## config.mk

```make
export PLATFORM = sky130hd
export DESIGN_NAME = query_param_extract_decode_flat
export DESIGN_NICKNAME = d
export VERILOG_FILES = /design/src/sv/qpx_pkg.sv /design/src/sv/qpx_path_if.sv /design/src/sv/qpx_result_if.sv /design/src/sv/qpx_step.sv /design/src/sv/query_param_extract_decode.sv /design/src/flat_wrapper.sv
export VERILOG_INCLUDE_DIRS = /design/src /design/src/sv
export SDC_FILE = /design/constraint.sdc
export NUM_CORES = 1
export LEC_CHECK = 0
export ABC_AREA = 1
export BUFFER_PORTS_ARGS = -buffer_cell sky130_fd_sc_hd__buf_2
export CORE_MARGIN = 2
export CORE_UTILIZATION = 55
export DETAILED_ROUTE_END_ITERATION = 6
export GPL_TIMING_DRIVEN = 0
export PLACE_DENSITY_LB_ADDON = 0.08
export SYNTH_ARGS = -nofsm -noshare
export SYNTH_HDL_FRONTEND = slang
export SYNTH_SLANG_ARGS = --single-unit
```

## constraint.sdc

```tcl
create_clock -name clk -period 31.4 [get_ports clk]
set_input_delay 1.57 -clock clk [delete_from_list [all_inputs] [get_ports clk]]
set_output_delay 1.57 -clock clk [all_outputs]
set_load 0.02 [all_outputs]
```

## src/sv/query_param_extract_decode_macros.svh

```systemverilog
`ifndef QUERY_PARAM_EXTRACT_DECODE_MACROS_SVH
`define QUERY_PARAM_EXTRACT_DECODE_MACROS_SVH

// Same-cycle implication, checked on every clk edge outside reset.
`define QPX_ASSERT_NOW(lbl, ante, cons, msg) \
  lbl: assert property (@(posedge clk) disable iff (!rst_n) (ante) |-> (cons)) \
    else $error(msg);

// Next-cycle implication.
`define QPX_ASSERT_NEXT(lbl, ante, cons, msg) \
  lbl: assert property (@(posedge clk) disable iff (!rst_n) (ante) |=> (cons)) \
    else $error(msg);

`endif

```

## src/sv/qpx_pkg.sv

```systemverilog
`default_nettype none

package qpx_pkg;

  localparam int MAX_KEY_BYTES = 8;

  // results one path word can cause, and depth of the result-group queue
  localparam int QPX_RESULTS = 4;
  localparam int QPX_N_W     = $clog2(QPX_RESULTS + 1);
  localparam int QPX_DEPTH   = 4;
  localparam int QPX_CNT_W   = $clog2(QPX_DEPTH + 1);
  localparam int QPX_PTR_W   = $clog2(QPX_DEPTH);

  // config register indexes
  localparam int CFG_IDX_W = 2;
  localparam logic [CFG_IDX_W-1:0] CFG_KEY_CHARS      = 2'd0;
  localparam logic [CFG_IDX_W-1:0] CFG_KEY_LENGTH     = 2'd1;
  localparam logic [CFG_IDX_W-1:0] CFG_VALUE_CAPACITY = 2'd2;

  typedef enum logic [1:0] {
    ST_FOUND    = 2'd0,
    ST_ABSENT   = 2'd1,
    ST_TOO_LONG = 2'd2
  } status_t;

  typedef struct packed {
    logic [7:0] value_byte;
    logic       byte_valid;
    logic       end_mark;
    status_t    status;
  } result_t;

  // all results of one path word, in order; n of them are live
  typedef struct packed {
    result_t [QPX_RESULTS-1:0] res;
    logic [QPX_N_W-1:0]        n;
  } group_t;

endpackage

`default_nettype wire

```

## src/sv/qpx_path_if.sv

```systemverilog
`default_nettype none

interface qpx_path_if;
  logic       valid;
  logic       ready;
  logic [7:0] path_byte;
  logic       final_byte;

  modport source (output valid, output path_byte, output final_byte, input ready);
  modport sink   (input valid, input path_byte, input final_byte, output ready);
endinterface

`default_nettype wire

```

## src/sv/qpx_result_if.sv

```systemverilog
`default_nettype none

interface qpx_result_if;
  logic       valid;
  logic       ready;
  logic [7:0] value_byte;
  logic       byte_valid;
  logic       end_mark;
  logic [1:0] status;

  modport source (output valid, output value_byte, output byte_valid,
                  output end_mark, output status, input ready);
  modport sink   (input valid, input value_byte, input byte_valid,
                  input end_mark, input status, output ready);
endinterface

`default_nettype wire

```

## src/sv/qpx_step.sv

```systemverilog
`default_nettype none

// Parser state and per-word decode. One word per cycle when item_valid.
module qpx_step (
  input  wire logic              clk,
  input  wire logic              rst_n,
  input  wire logic              item_valid,
  input  wire logic [7:0]        path_byte,
  input  wire logic              final_byte,
  input  wire logic [63:0]       key_chars,
  input  wire logic [3:0]        key_length,
  input  wire logic [15:0]       value_capacity,
  output qpx_pkg::group_t        grp
);
  import qpx_pkg::*;

  typedef enum logic [2:0] {
    PH_SEEK,
    PH_KEY,
    PH_SKIP,
    PH_VALUE,
    PH_DONE
  } phase_t;

  localparam logic [7:0] CH_QUEST = 8'h3F;
  localparam logic [7:0] CH_AMP   = 8'h26;
  localparam logic [7:0] CH_EQ    = 8'h3D;
  localparam logic [7:0] CH_PCT   = 8'h25;

  phase_t      phase_r, phase_nxt;
  logic [3:0]  pos_r, pos_nxt;
  logic [1:0]  pend_r, pend_nxt;
  logic [7:0]  fh_r, fh_nxt;
  logic [15:0] wc_r, wc_nxt;
  logic [QPX_RESULTS-1:0] end_marks;

  function automatic logic is_hex(input logic [7:0] ch);
    return (ch >= 8'h30 && ch <= 8'h39) || (ch >= 8'h61 && ch <= 8'h66) ||
           (ch >= 8'h41 && ch <= 8'h46);
  endfunction

  function automatic logic [3:0] hex_val(input logic [7:0] ch);
    logic [7:0] d;
    d = 8'h00;
    if (ch >= 8'h30 && ch <= 8'h39) begin
      d = ch - 8'h30;
    end else if (ch >= 8'h61 && ch <= 8'h66) begin
      d = ch - 8'h57;
    end else if (ch >= 8'h41 && ch <= 8'h46) begin
      d = ch - 8'h37;
    end
    return d[3:0];
  endfunction

  always_comb begin
    phase_t             ph;
    logic [3:0]         pos;
    logic [1:0]         pend;
    logic [7:0]         fh;
    logic [15:0]        wc;
    logic [2:0][7:0]    em;
    logic [1:0]         n_em;
    logic               do_c;
    logic               fin_found;
    logic               fin_absent;
    logic               closed;
    logic [3:0]         klen;
    logic [7:0]         kb;
    logic [QPX_N_W-1:0] nres;
    result_t [QPX_RESULTS-1:0] res;

    ph         = phase_r;
    pos        = pos_r;
    pend       = pend_r;
    fh         = fh_r;
    wc         = wc_r;
    em         = '0;
    n_em       = '0;
    do_c       = 1'b0;
    fin_found  = 1'b0;
    fin_absent = 1'b0;
    closed     = 1'b0;
    nres       = '0;
    res        = '0;
    klen = (key_length > 4'(MAX_KEY_BYTES)) ? 4'(MAX_KEY_BYTES) : key_length;
    kb   = key_chars[{pos[2:0], 3'b000} +: 8];

    unique case (ph)
      PH_SEEK: begin
        if (path_byte == CH_QUEST) begin
          ph  = PH_KEY;
          pos = '0;
        end
      end
      PH_KEY: begin
        if (path_byte == CH_AMP) begin
          pos = '0;
        end else if (pos < klen) begin
          if (path_byte == kb) pos = pos + 4'd1;
          else ph = PH_SKIP;
        end else if (path_byte == CH_EQ) begin
          ph   = PH_VALUE;
          wc   = '0;
          pend = '0;
        end else begin
          ph = PH_SKIP;
        end
      end
      PH_SKIP: begin
        if (path_byte == CH_AMP) begin
          ph  = PH_KEY;
          pos = '0;
        end
      end
      PH_VALUE: begin
        do_c = 1'b1;
        if (pend == 2'd1) begin
          if (is_hex(path_byte)) begin
            fh   = path_byte;
            pend = 2'd2;
            do_c = 1'b0;
          end else begin
            pend     = 2'd0;
            em[n_em] = CH_PCT;
            n_em     = n_em + 2'd1;
          end
        end else if (pend == 2'd2) begin
          pend = 2'd0;
          if (is_hex(path_byte)) begin
            em[n_em] = {hex_val(fh), hex_val(path_byte)};
            n_em     = n_em + 2'd1;
            do_c     = 1'b0;
          end else begin
            em[n_em] = CH_PCT;
            n_em     = n_em + 2'd1;
            em[n_em] = fh;
            n_em     = n_em + 2'd1;
          end
        end
        if (do_c) begin
          if (path_byte == CH_AMP) begin
            fin_found = 1'b1;
          end else if (path_byte == CH_PCT) begin
            pend = 2'd1;
          end else begin
            em[n_em] = path_byte;
            n_em     = n_em + 2'd1;
          end
        end
      end
      PH_DONE: ;
      default: ;
    endcase

    // end of path: flush a dangling escape literally, or report no match
    if (final_byte) begin
      if (ph == PH_VALUE && !fin_found) begin
        if (pend != 2'd0) begin
          em[n_em] = CH_PCT;
          n_em     = n_em + 2'd1;
        end
        if (pend == 2'd2) begin
          em[n_em] = fh;
          n_em     = n_em + 2'd1;
        end
        fin_found = 1'b1;
      end else if (ph != PH_VALUE && ph != PH_DONE) begin
        fin_absent = 1'b1;
      end
    end

    // capacity check per emitted byte; too long replaces the byte that missed
    for (int i = 0; i < 3; i++) begin
      if (2'(i) < n_em && !closed) begin
        if ({1'b0, wc} + 17'd1 >= {1'b0, value_capacity}) begin
          res[nres[1:0]] = '{value_byte: 8'h00, byte_valid: 1'b0,
                             end_mark: 1'b1, status: ST_TOO_LONG};
          nres   = nres + QPX_N_W'(1);
          closed = 1'b1;
        end else begin
          res[nres[1:0]] = '{value_byte: em[2'(i)], byte_valid: 1'b1,
                             end_mark: 1'b0, status: ST_FOUND};
          nres = nres + QPX_N_W'(1);
          wc   = wc + 16'd1;
        end
      end
    end
    if (fin_found && !closed) begin
      res[nres[1:0]] = '{value_byte: 8'h00, byte_valid: 1'b0,
                         end_mark: 1'b1, status: ST_FOUND};
      nres   = nres + QPX_N_W'(1);
      closed = 1'b1;
    end
    if (fin_absent) begin
      res[nres[1:0]] = '{value_byte: 8'h00, byte_valid: 1'b0,
                         end_mark: 1'b1, status: ST_ABSENT};
      nres = nres + QPX_N_W'(1);
    end
    if (closed) ph = PH_DONE;

    if (final_byte) begin
      ph   = PH_SEEK;
      pos  = '0;
      pend = '0;
      fh   = '0;
      wc   = '0;
    end

    phase_nxt = ph;
    pos_nxt   = pos;
    pend_nxt  = pend;
    fh_nxt    = fh;
    wc_nxt    = wc;
    grp.res   = res;
    grp.n     = nres;
  end

  always_ff @(posedge clk) begin
    if (!rst_n) begin
      phase_r <= PH_SEEK;
      pos_r   <= '0;
      pend_r  <= '0;
      fh_r    <= '0;
      wc_r    <= '0;
    end else if (item_valid) begin
      phase_r <= phase_nxt;
      pos_r   <= pos_nxt;
      pend_r  <= pend_nxt;
      fh_r    <= fh_nxt;
      wc_r    <= wc_nxt;
    end
  end

  always_comb begin
    for (int i = 0; i < QPX_RESULTS; i++) begin
      end_marks[i] = grp.res[i].end_mark;
    end
  end

`include "query_param_extract_decode_macros.svh"

  `QPX_ASSERT_NEXT(a_final_rearms, item_valid && final_byte, phase_r == PH_SEEK, "state not cleared after last word")
  `QPX_ASSERT_NOW(a_one_close, item_valid, $countones(end_marks) <= 1, "more than one closing result in a word")
  `QPX_ASSERT_NOW(a_final_closes, item_valid && final_byte && phase_r != PH_DONE, grp.n != '0, "last word left path unclosed")

endmodule

`default_nettype wire

```

## src/sv/query_param_extract_decode.sv

```systemverilog
`default_nettype none

// Query parameter extractor with percent decoding. Path words (one byte each,
// final_byte on the last) enter at up to one per cycle. A word is latched in
// an input register, decoded in the next cycle against the key held in the
// config registers, and its results (zero to four) go as one group into a
// four-group queue; the result port then presents them one word per cycle
// while out_result.ready is high. in_path stays ready while the queue plus
// the input register hold fewer than four groups, so the input rate is one
// word per cycle as long as results are drained as fast as they are produced;
// words that fan out to several results (malformed escapes, closing) are
// bounded by the one-result-per-cycle output port. Each path ends with
// exactly one end_mark result carrying the status.
// Config (key_chars, key_length, value_capacity) is written through cfg_we /
// cfg_index / cfg_data and must only change while the block is idle.
module query_param_extract_decode (
  input  wire logic                          clk,
  input  wire logic                          rst_n,
  qpx_path_if.sink                           in_path,
  qpx_result_if.source                       out_result,
  input  wire logic                          cfg_we,
  input  wire logic [qpx_pkg::CFG_IDX_W-1:0] cfg_index,
  input  wire logic [63:0]                   cfg_data
);
  import qpx_pkg::*;

  // config registers
  logic [63:0] key_chars_r;
  logic [3:0]  key_length_r;
  logic [15:0] value_capacity_r;

  // input register
  logic       s1_valid_r;
  logic [7:0] s1_byte_r;
  logic       s1_final_r;

  // result-group queue
  group_t                grp;
  group_t                grp_mem [QPX_DEPTH];
  group_t                head;
  logic [QPX_PTR_W-1:0]  wr_ptr_r, rd_ptr_r;
  logic [QPX_CNT_W-1:0]  cnt_r, cnt_nxt;
  logic [1:0]            sub_r;
  logic                  in_fire, out_fire, push, pop;

  always_ff @(posedge clk) begin
    if (!rst_n) begin
      key_chars_r      <= '0;
      key_length_r     <= '0;
      value_capacity_r <= 16'd256;
    end else if (cfg_we) begin
      unique case (cfg_index)
        CFG_KEY_CHARS:      key_chars_r      <= cfg_data;
        CFG_KEY_LENGTH:     key_length_r     <= cfg_data[3:0];
        CFG_VALUE_CAPACITY: value_capacity_r <= cfg_data[15:0];
        default: ;
      endcase
    end
  end

  // reserve a queue slot for the word sitting in the input register
  assign in_path.ready = (cnt_r + QPX_CNT_W'(s1_valid_r)) < QPX_CNT_W'(QPX_DEPTH);
  assign in_fire       = in_path.valid && in_path.ready;

  always_ff @(posedge clk) begin
    if (!rst_n) begin
      s1_valid_r <= 1'b0;
    end else begin
      s1_valid_r <= in_fire;
    end
  end

  always_ff @(posedge clk) begin
    if (in_fire) begin
      s1_byte_r  <= in_path.path_byte;
      s1_final_r <= in_path.final_byte;
    end
  end

  qpx_step u_step (
    .clk            (clk),
    .rst_n          (rst_n),
    .item_valid     (s1_valid_r),
    .path_byte      (s1_byte_r),
    .final_byte     (s1_final_r),
    .key_chars      (key_chars_r),
    .key_length     (key_length_r),
    .value_capacity (value_capacity_r),
    .grp            (grp)
  );

  // words that cause no result push nothing
  assign push     = s1_valid_r && (grp.n != '0);
  assign head     = grp_mem[rd_ptr_r];
  assign out_fire = out_result.valid && out_result.ready;
  assign pop      = out_fire && ({1'b0, sub_r} == head.n - QPX_N_W'(1));
  assign cnt_nxt  = cnt_r + QPX_CNT_W'(push) - QPX_CNT_W'(pop);

  always_ff @(posedge clk) begin
    if (push) grp_mem[wr_ptr_r] <= grp;
  end

  always_ff @(posedge clk) begin
    if (!rst_n) begin
      wr_ptr_r <= '0;
      rd_ptr_r <= '0;
      cnt_r    <= '0;
      sub_r    <= '0;
    end else begin
      cnt_r <= cnt_nxt;
      if (push) wr_ptr_r <= wr_ptr_r + QPX_PTR_W'(1);
      if (pop) begin
        rd_ptr_r <= rd_ptr_r + QPX_PTR_W'(1);
        sub_r    <= '0;
      end else if (out_fire) begin
        sub_r <= sub_r + 2'd1;
      end
    end
  end

  assign out_result.valid      = (cnt_r != '0);
  assign out_result.value_byte = head.res[sub_r].value_byte;
  assign out_result.byte_valid = head.res[sub_r].byte_valid;
  assign out_result.end_mark   = head.res[sub_r].end_mark;
  assign out_result.status     = head.res[sub_r].status;

`include "query_param_extract_decode_macros.svh"

  `QPX_ASSERT_NOW(a_cnt_bound, 1'b1, cnt_r <= QPX_CNT_W'(QPX_DEPTH), "result queue over depth")
  `QPX_ASSERT_NOW(a_slot_reserved, s1_valid_r, cnt_r < QPX_CNT_W'(QPX_DEPTH), "decoded word has no queue slot")
  `QPX_ASSERT_NOW(a_head_live, out_result.valid, head.n != '0 && QPX_N_W'(sub_r) < head.n, "result index beyond head group")

endmodule

`default_nettype wire

```

## src/flat_wrapper.sv

```systemverilog
// flat-port wrapper written by rule: the top's interface ports become plain ports
module query_param_extract_decode_flat import qpx_pkg::*;
  (clk, rst_n, cfg_we, cfg_index, cfg_data, in_path_valid, in_path_path_byte, in_path_final_byte, in_path_ready, out_result_valid, out_result_value_byte, out_result_byte_valid, out_result_end_mark, out_result_status, out_result_ready);
  qpx_path_if in_path_i ();
  qpx_result_if out_result_i ();
  input  wire logic clk;
  input  wire logic rst_n;
  input  wire logic cfg_we;
  input  wire logic [qpx_pkg::CFG_IDX_W-1:0] cfg_index;
  input  wire logic [63:0] cfg_data;
  input wire logic [$bits(in_path_i.valid)-1:0] in_path_valid;
  input wire logic [$bits(in_path_i.path_byte)-1:0] in_path_path_byte;
  input wire logic [$bits(in_path_i.final_byte)-1:0] in_path_final_byte;
  output wire logic [$bits(in_path_i.ready)-1:0] in_path_ready;
  output wire logic [$bits(out_result_i.valid)-1:0] out_result_valid;
  output wire logic [$bits(out_result_i.value_byte)-1:0] out_result_value_byte;
  output wire logic [$bits(out_result_i.byte_valid)-1:0] out_result_byte_valid;
  output wire logic [$bits(out_result_i.end_mark)-1:0] out_result_end_mark;
  output wire logic [$bits(out_result_i.status)-1:0] out_result_status;
  input wire logic [$bits(out_result_i.ready)-1:0] out_result_ready;
  assign in_path_i.valid = in_path_valid;
  assign in_path_i.path_byte = in_path_path_byte;
  assign in_path_i.final_byte = in_path_final_byte;
  assign in_path_ready = in_path_i.ready;
  assign out_result_valid = out_result_i.valid;
  assign out_result_value_byte = out_result_i.value_byte;
  assign out_result_byte_valid = out_result_i.byte_valid;
  assign out_result_end_mark = out_result_i.end_mark;
  assign out_result_status = out_result_i.status;
  assign out_result_i.ready = out_result_ready;
  query_param_extract_decode u_core (.clk(clk), .rst_n(rst_n), .in_path(in_path_i), .out_result(out_result_i), .cfg_we(cfg_we), .cfg_index(cfg_index), .cfg_data(cfg_data));
endmodule
```

* Word-level counts from Yosys, hierarchy flattened
Memories as Yosys holds them, arrays and structs flattened. A register that Yosys moved wholly into a read port is not among the register bits.
Cells that the tools add are included.
** Word-level totals
- Input port bits :: 80
- Word-level logic and storage cells :: 294
- Register bits :: 136
- Memories :: 1
- Output and inout bits :: 14
- Bits in writable memories :: 204
** Operators by class
- Muxes and demuxes :: 138
- Shift operators :: 1
- Reduce and logical (&&, ||, !) cells :: 39
- Equal/unequal tests :: 21
- Bitwise gates (word level) :: 16
- Add/sub/neg operators :: 27
- Magnitude comparators :: 36
** Memories
- u_core.grp_mem :: depth 4, bits a word 51, read ports 1, clocked after memory_dff 1, write ports 1, RTL line query_param_extract_decode.sv:39 : group_t grp_mem [QPX_DEPTH];
** Operator list (count)
- 48-bit two-way mux :: 6
- 16-bit two-way mux :: 15
- 24-bit two-way mux :: 7
- 40-bit NOT :: 3
- 8-bit two-way mux :: 13
- 48-bit bitwise mux :: 2
- 12-bit demux with 2-bit select :: 4
- 12-bit two-way mux :: 7
- 40-bit AND :: 2
- 64-bit by 7-bit indexed part select with 8-bit output :: 1
- 2-bit two-way mux :: 26
- 4-bit two-way mux :: 13
- 16-bit by 1-bit adder with 17-bit output (second input constant) :: 3
- 17-bit by 16-bit >= comparator with 1-bit output :: 3
- 16-bit by 1-bit adder with 16-bit output (second input constant) :: 3
- 24-bit bitwise mux :: 2
- 8-bit demux with 2-bit select :: 3
- 44-bit AND :: 1
- 44-bit NOT :: 1
- 10-bit by 40-bit AND with 40-bit output :: 1
- 3-bit two-way mux :: 11
- 8-bit by 6-bit == test with 1-bit output (second input constant) :: 4
- 8-bit by 7-bit >= comparator with 1-bit output (second input constant) :: 4
- 8-bit by 7-bit <= comparator with 1-bit output (second input constant) :: 4
- 50 further kinds :: 139

* Longest topological paths before layout
- Depth after elaboration :: 41
- Depth in mapped cells :: 92
- Gate-level depth less buffers :: 88

* Hierarchy
From an unflattened synthesis, not the netlist that was laid out.
** Second synthesis, totals
- Cell total of the unflattened synthesis :: 2364
- Area, all modules :: 19152.1 um2
** Modules (own cells, without submodules)
- query_param_extract_decode :: sequential area each 8318.0 um2, cells each 1007, area each 11637.4 um2, times used 1
- qpx_step :: sequential area each 660.6 um2, cells each 1357, area each 7514.7 um2, times used 1

* Worst setup path before layout
No wires, ideal clock.
- Path type :: register to register
- Start point :: register u_core.key_length_r[3]
- End point :: memory u_core.grp_mem[0][0] (netlist name) (enable)
- Setup time :: 0.427 ns
- Path slack :: 18.934 ns
- Arrival :: 12.038 ns
- Cell stages (with the launch flop) :: 79
- Clock period less this slack :: 12.466 ns
- Path buffers :: 3
- Path through :: dfxtp_1 inv_2 nand2_1 ha_1 nand2_1 nand2_1 nand2_1 nand2_1 nand3_2 buf_6 nand2_1 inv_1 ha_1 inv_1 nor3_4 nand3_2 nor2_2 nand2_2 [43 not listed] a21oi_1 o21ai_0 a221oi_1 o21ai_0 nand3_1 nand2_1 a221oi_1 nand2_2 nand2_4 nand4_1 nand2_2 inv_1 ha_1 or2_2 nand2_1 nand3_2 nand2_1 nor2_1
** On the way
- Longest elaborated chain between the ends :: 33
** RTL lines
- from (decl) :: RTL line query_param_extract_decode.sv:29 : logic [3:0] key_length_r;
- from (signal assigned) :: RTL line query_param_extract_decode.sv:54 : CFG_KEY_LENGTH: key_length_r <= cfg_data[3:0];
- 4-bit > comparator :: RTL line qpx_step.sv:85 : klen = (key_length > 4'(MAX_KEY_BYTES)) ? 4'(MAX_KEY_BYTES) : key_length;
- 4-bit two-way mux * :: RTL line qpx_step.sv:85
- 4-bit less-than comparator * :: RTL line qpx_step.sv:98 : end else if (pos < klen) begin
- parallel branches: the longest is 25 deep, another holds 16-bit by 1-bit adder with 17-bit output
- 3-bit two-way mux * :: RTL line qpx_step.sv:194 : if (fin_absent) begin
- 3-bit nonzero test * :: RTL line query_param_extract_decode.sv:93 : assign push = s1_valid_r && (grp.n != '0);
- 1-bit logical AND * :: RTL line query_param_extract_decode.sv:93
- 1-bit two-way mux * :: RTL line query_param_extract_decode.sv:100 : if (push) grp_mem[wr_ptr_r] <= grp;
- 1-bit two-way mux (implied by the code) * :: RTL line query_param_extract_decode.sv:100
- to (decl) :: RTL line query_param_extract_decode.sv:39
Mark *: on every way between the ends. The select of a mux whose other input is x is not followed.

* Worst setup path after layout
- Start point :: register u_core.s1_byte_r[1]
- End point :: register u_core.cnt_r[2]
** On the way
- Longest elaborated chain between the ends :: 40
** RTL lines
- from (decl) :: RTL line query_param_extract_decode.sv:34 : logic [7:0] s1_byte_r;
- from (signal assigned) :: RTL line query_param_extract_decode.sv:75 : s1_byte_r <= in_path.path_byte;
- 8-bit by 6-bit >= comparator with 1-bit output, or another cell as far along :: RTL line qpx_step.sv:38 : return (ch >= 8'h30 && ch <= 8'h39) || (ch >= 8'h61 && ch <= 8'h66) ||
- 1-bit logical AND :: RTL line qpx_step.sv:38
- 1-bit logical OR (2 in a row) :: RTL line qpx_step.sv:38
- 2-bit two-way mux :: RTL line qpx_step.sv:129 : if (is_hex(path_byte)) begin
- 2-bit two-way mux :: RTL line qpx_step.sv:127 : end else if (pend == 2'd2) begin
- 2-bit two-way mux :: RTL line qpx_step.sv:117 : if (pend == 2'd1) begin
- 2-bit two-way mux :: RTL line qpx_step.sv:88 : unique case (ph)
- 2-bit by 1-bit adder with 2-bit output :: RTL line qpx_step.sv:147 : n_em = n_em + 2'd1;
- [24 not listed]
- 3-bit two-way mux :: RTL line qpx_step.sv:188 : if (fin_found && !closed) begin
- 3-bit by 1-bit adder with 3-bit output :: RTL line qpx_step.sv:197 : nres = nres + QPX_N_W'(1);
- 3-bit two-way mux * :: RTL line qpx_step.sv:194
- 3-bit nonzero test * :: RTL line query_param_extract_decode.sv:93
- 1-bit logical AND * :: RTL line query_param_extract_decode.sv:93
- named net u_core.push :: RTL line query_param_extract_decode.sv:44 : logic in_fire, out_fire, push, pop;
- 3-bit by 1-bit adder with 3-bit output * :: RTL line query_param_extract_decode.sv:97 : assign cnt_nxt = cnt_r + QPX_CNT_W'(push) - QPX_CNT_W'(pop);
- 3-bit by 1-bit subtractor with 3-bit output * :: RTL line query_param_extract_decode.sv:97
- to (signal assigned) :: RTL line query_param_extract_decode.sv:110 : cnt_r <= cnt_nxt;
- to (decl) :: RTL line query_param_extract_decode.sv:42 : logic [QPX_CNT_W-1:0] cnt_r, cnt_nxt;
Mark *: on every way through the listed nets, which the timed path passes. The rest lies on a longest branch. The select of a mux whose other input is x is not followed.
A chain may end at the register's enable or synchronous reset.

==> key figures <==
Global routing
  • Initial antenna violation count: 0
  • First-pass GRT wire length: 74100 µm
  • Largest net degree at the start of global routing: 20
  • GRT Util Overall: 0.302
  • Grt ovf: 0
  • Vias in the first global route: around 14000

Hold path
  • Hold path depth: 2
  • Hold Path Sink: u_core.key_chars_r[57]
  • HP Class: flop to flop
  • Hold Path Origin: u_core.key_chars_r[57]

Critical path
  • CP Data Required Time: about 32000 ps
  • Cell family with most CP delay: simple AND/OR/NAND/NOR gates
  • Most frequent CP cell: inv_1
  • Reg2reg path depth: just over 80
  • Flop-to-flop setup slack: 16630 ps
  • WP data arrival: 15260 ps
  • Crit-path max FO: 10
  • Worst R2R Start: u_core.s1_byte_r[1]
  • Crit start category: flop
  • Slowest stage cell on the critical path: a211oi_1
  • RR Endpoint: u_core.cnt_r[2]
  • Crit path capture type: flop
  • Buffers and inverters on the worst path: 15
  • Crit path launch: u_core.s1_byte_r[1]
  • CP max stage delay: between 800 and 900 ps
  • WS Path Type: flop to flop

STA
  • Clk_skew: 33.5 ps
  • Setup_tns: 0 ps
  • Final Hold Fails: 0
  • Slew HR: 0.266
  • Min Tclk post-route: 14770 ps
  • Measured slew at the worst slew-check pin: roughly 1100 ps
  • Period utilisation layout: 0.471
  • Maximum clock rate: ~68 MHz
  • # setup viols final: 0
  • Unrepaired setup endpoints after global routing: false
  • Fin. max-slew vios: 0

Detailed routing
  • Avg WL per Cell: 17.8 µm
  • DRT iter0 DRCs: around 1400
  • Vias per inst: ~5.6
  • Vias: around 15000
  • DRC: 0
  • Detailed Routing Iterations Pass 1: 5
  • Post-DRT Antenna Nets: 0
  • WL final: about 47000 µm

CTS
  • Worst-path clk slew: 60 ps
  • Num CTS Buffers: 30
  • Setup bufs post-CTS: 0
  • Clk buf depth: 3
  • CTS tree: built
  • Root buffer cell: clkbuf_16
  • CTS sink cnt: 278
  • Clock Latency Late Sink: slightly below 600 ps
  • Post-CTS Resized: 0
  • # hold bufs at CTS: 0
  • Max H-tree Level: 1

Yosys
  • Yosys cell types: 58
  • Cell area after synthesis: 16400 µm²
  • Number of synthesized register bits: around 280
  • Synth warnings: 0
  • Async SR Flop Fraction: 0
  • Syn_nets: 2278
  • Syn_area_per_cell: between 7 and 8 µm²
  • Post-synthesis sequential area ratio: 0.431
  • Post-synth EDFFs: between 100 and 150
  • Mapped Cells: 2118
  • Commonest register cell after synthesis: edfxtp_1

Floorplanning
  • Full die area: approximately 31000 µm²
  • Die Ht: 177 µm
  • I/O pins: 94
  • FP Rows: 63
  • Die width: about 180 µm
  • Core Area: 29500 µm²
  • Initial core utilization: 0.556

Power
  • Tot Pwr: between 0.8 and 0.9 mW
  • Register share of total power: 0.463
  • Switching power: around 0.22 mW
  • Internal: 0.644 mW
  • Power density over the cells: around 47 nW/µm²
  • Switching Share: 0.255
  • Worst VDD drop: roughly 0.044 mV
  • Part of the power in the clock network: 0.426
  • Gate power share: 0.111
  • Cell leakage power: 7.90 nW

Cells and area
  • Area Overhead vs Synth: 13.1%
  • Ant. Diodes: 0
  • Layout cell share with drive strength beyond 1: 0.124
  • Nets: roughly 2400

Status
  • Outcome: complete, no violations

Placement
  • Final HPWL DP: around 36000 µm
  • Global placement routability congestion: about 0.95
  • Port Buffer Count: 93

Job
  • Max_cap viols: 0
==> worst max path at each step <==
stage	end	slack, ps	depth (start not counted)
floorplan	u_core.grp_mem[0][0]	18930	78
global placement	u_core.grp_mem[0][8]	15340	75
detailed placement	u_core.cnt_r[2]	16920	82
CTS	u_core.cnt_r[2]	16810	82
global route	u_core.cnt_r[2]	15400	83
finish	u_core.cnt_r[2]	16630	82
==> layout by cell type (no fill, tap or decap), drive strengths merged, types with 3 or more instances in the layout <==
cell type / count
o21ai: 223
nor3: 21
xor2: 31
inv: 258
buf: 125
xnor2: 4
o21a: 3
a221oi: 5
ha: 79
nand2: 439
o22ai: 17
nand4: 20
a21oi: 135
o211ai: 19
clkinv: 15
dfxtp: 129
edfxtp: 149
or2: 5
nor4: 7
nand3: 136
o221ai: 17
o31ai: 3
bufinv: 3
a31oi: 12
o21bai: 3
a211oi: 7
nor2: 285
clkbuf: 102
==> worst register-to-register path: cells and delay by family, from the launching register on <==
| kind | cells | cell delay (ps) |
|---|---|---|
| compound gates | 21 | 4240 |
| xor+xnor | 4 | 1010 |
| fa+ha+maj | 10 | 2520 |
| buf+inv | 15 | 1980 |
| flops | 1 | 500 |
| simple gates | 32 | 4420 |
==> flip-flops by register name, indices dropped and copies added, names as in the netlist, named ones only <==
signal,flops
u_core.u_step.pos_r,4
u_core.rd_ptr_r,2
u_core.key_chars_r,64
u_core.cnt_r,3
u_core.s1_valid_r,1
u_core.u_step.fh_r,8
u_core.sub_r,2
u_core.u_step.phase_r,3
u_core.key_length_r,4
u_core.s1_byte_r,8
u_core.grp_mem,140
u_core.u_step.wc_r,16
u_core.wr_ptr_r,2
u_core.u_step.pend_r,2
u_core.s1_final_r,1
u_core.value_capacity_r,16
==> stage by stage <==
| stage | setup WS (ps) | instance area (µm²) | instances | utilization | hold WS, ps |
|---|---|---|---|---|---|
| floorplan | 18930 | 16400 | 2118 | - | 429 |
| global placement | 15340 | 17300 | 2601 | 0.588 | 441 |
| detailed placement | 16920 | 17500 | 2605 | 0.593 | 445 |
| CTS | 16810 | 18500 | 2661 | 0.629 | 455 |
| global route | 15400 | 18500 | 2661 | 0.629 | 463 |
| finish | 16630 | 18500 | 2661 | 0.629 | 453 |
==> power groups by stage <==
stage,Clock (mW),Sequential (mW),Combinational [mW]
3_5_place_dp,0,0.408,0.0949
4_1_cts,0.370,0.400,0.0954
5_1_grt,0.384,0.401,0.106
3_3_place_gp,0,0.408,0.0915
2_1_floorplan,0,0.406,0.0607
6_report,0.368,0.400,0.0961
==> kinds of logic (layout without fill, tap and decap cells) <==
logic type | Yosys count | after routing | share of synthesized area
buffers and inverters | 352 | 505 | 0.0870
adders and majority gates | 80 | 80 | 0.0615
DFF | 278 | 278 | 0.431
xor gates and xnor gates | 35 | 35 | 0.0187
and+or+nand+nor | 919 | 919 | 0.247
AOI/OAI and AO/OA | 454 | 454 | 0.155
==> per-layer routing <==
| metal | GRT usage | routed length, µm | vias to the layer above |
|---|---|---|---|
| li1 | - | - | 7344 |
| met1 | 0.410 | 20500 | 6999 |
| met2 | 0.510 | 22200 | 584 |
| met3 | 0.0317 | 3220 | 92 |
| met4 | 0.0940 | 1400 | 0 |
| met5 | 0 | 0 | - |
==> synthesized netlist by cell type, drive strengths merged, types with 3 or more instances <==
| cell type | instances | area share |
|---|---|---|
| a211oi | 7 | 0.0032 |
| a221oi | 5 | 0.0027 |
| xor2 | 31 | 0.017 |
| nor4 | 7 | 0.0027 |
| o21a | 3 | 0.0014 |
| o22ai | 17 | 0.0065 |
| edfxtp | 149 | 0.27 |
| o221ai | 17 | 0.0091 |
| xnor2 | 4 | 0.0021 |
| o211ai | 19 | 0.0087 |
| ha | 79 | 0.060 |
| inv | 257 | 0.059 |
| o31ai | 3 | 0.0014 |
| o21bai | 3 | 0.0014 |
| nor2 | 285 | 0.070 |
| a31oi | 12 | 0.0046 |
| a21oi | 135 | 0.041 |
| clkinv | 6 | 0.0014 |
| nand3 | 136 | 0.047 |
| dfxtp | 129 | 0.16 |
| o21ai | 223 | 0.070 |
| or2 | 5 | 0.0021 |
| buf | 28 | 0.013 |
| nand4 | 20 | 0.0084 |
| nand2 | 439 | 0.11 |
| clkbuf | 61 | 0.014 |
| nor3 | 21 | 0.0078 |
==> cell type report <==
cell class	count	area [µm²]
well taps	390	488
inverters	263	987
fillers	2657	10900
clock inverters	15	186
flip-flops and latches	278	7060
multi-input cells	1488	7930
clock buffers	41	872
plain buffers	89	438
repair buffers	97	576
Note: power is estimated with default switching activity, not from simulation.
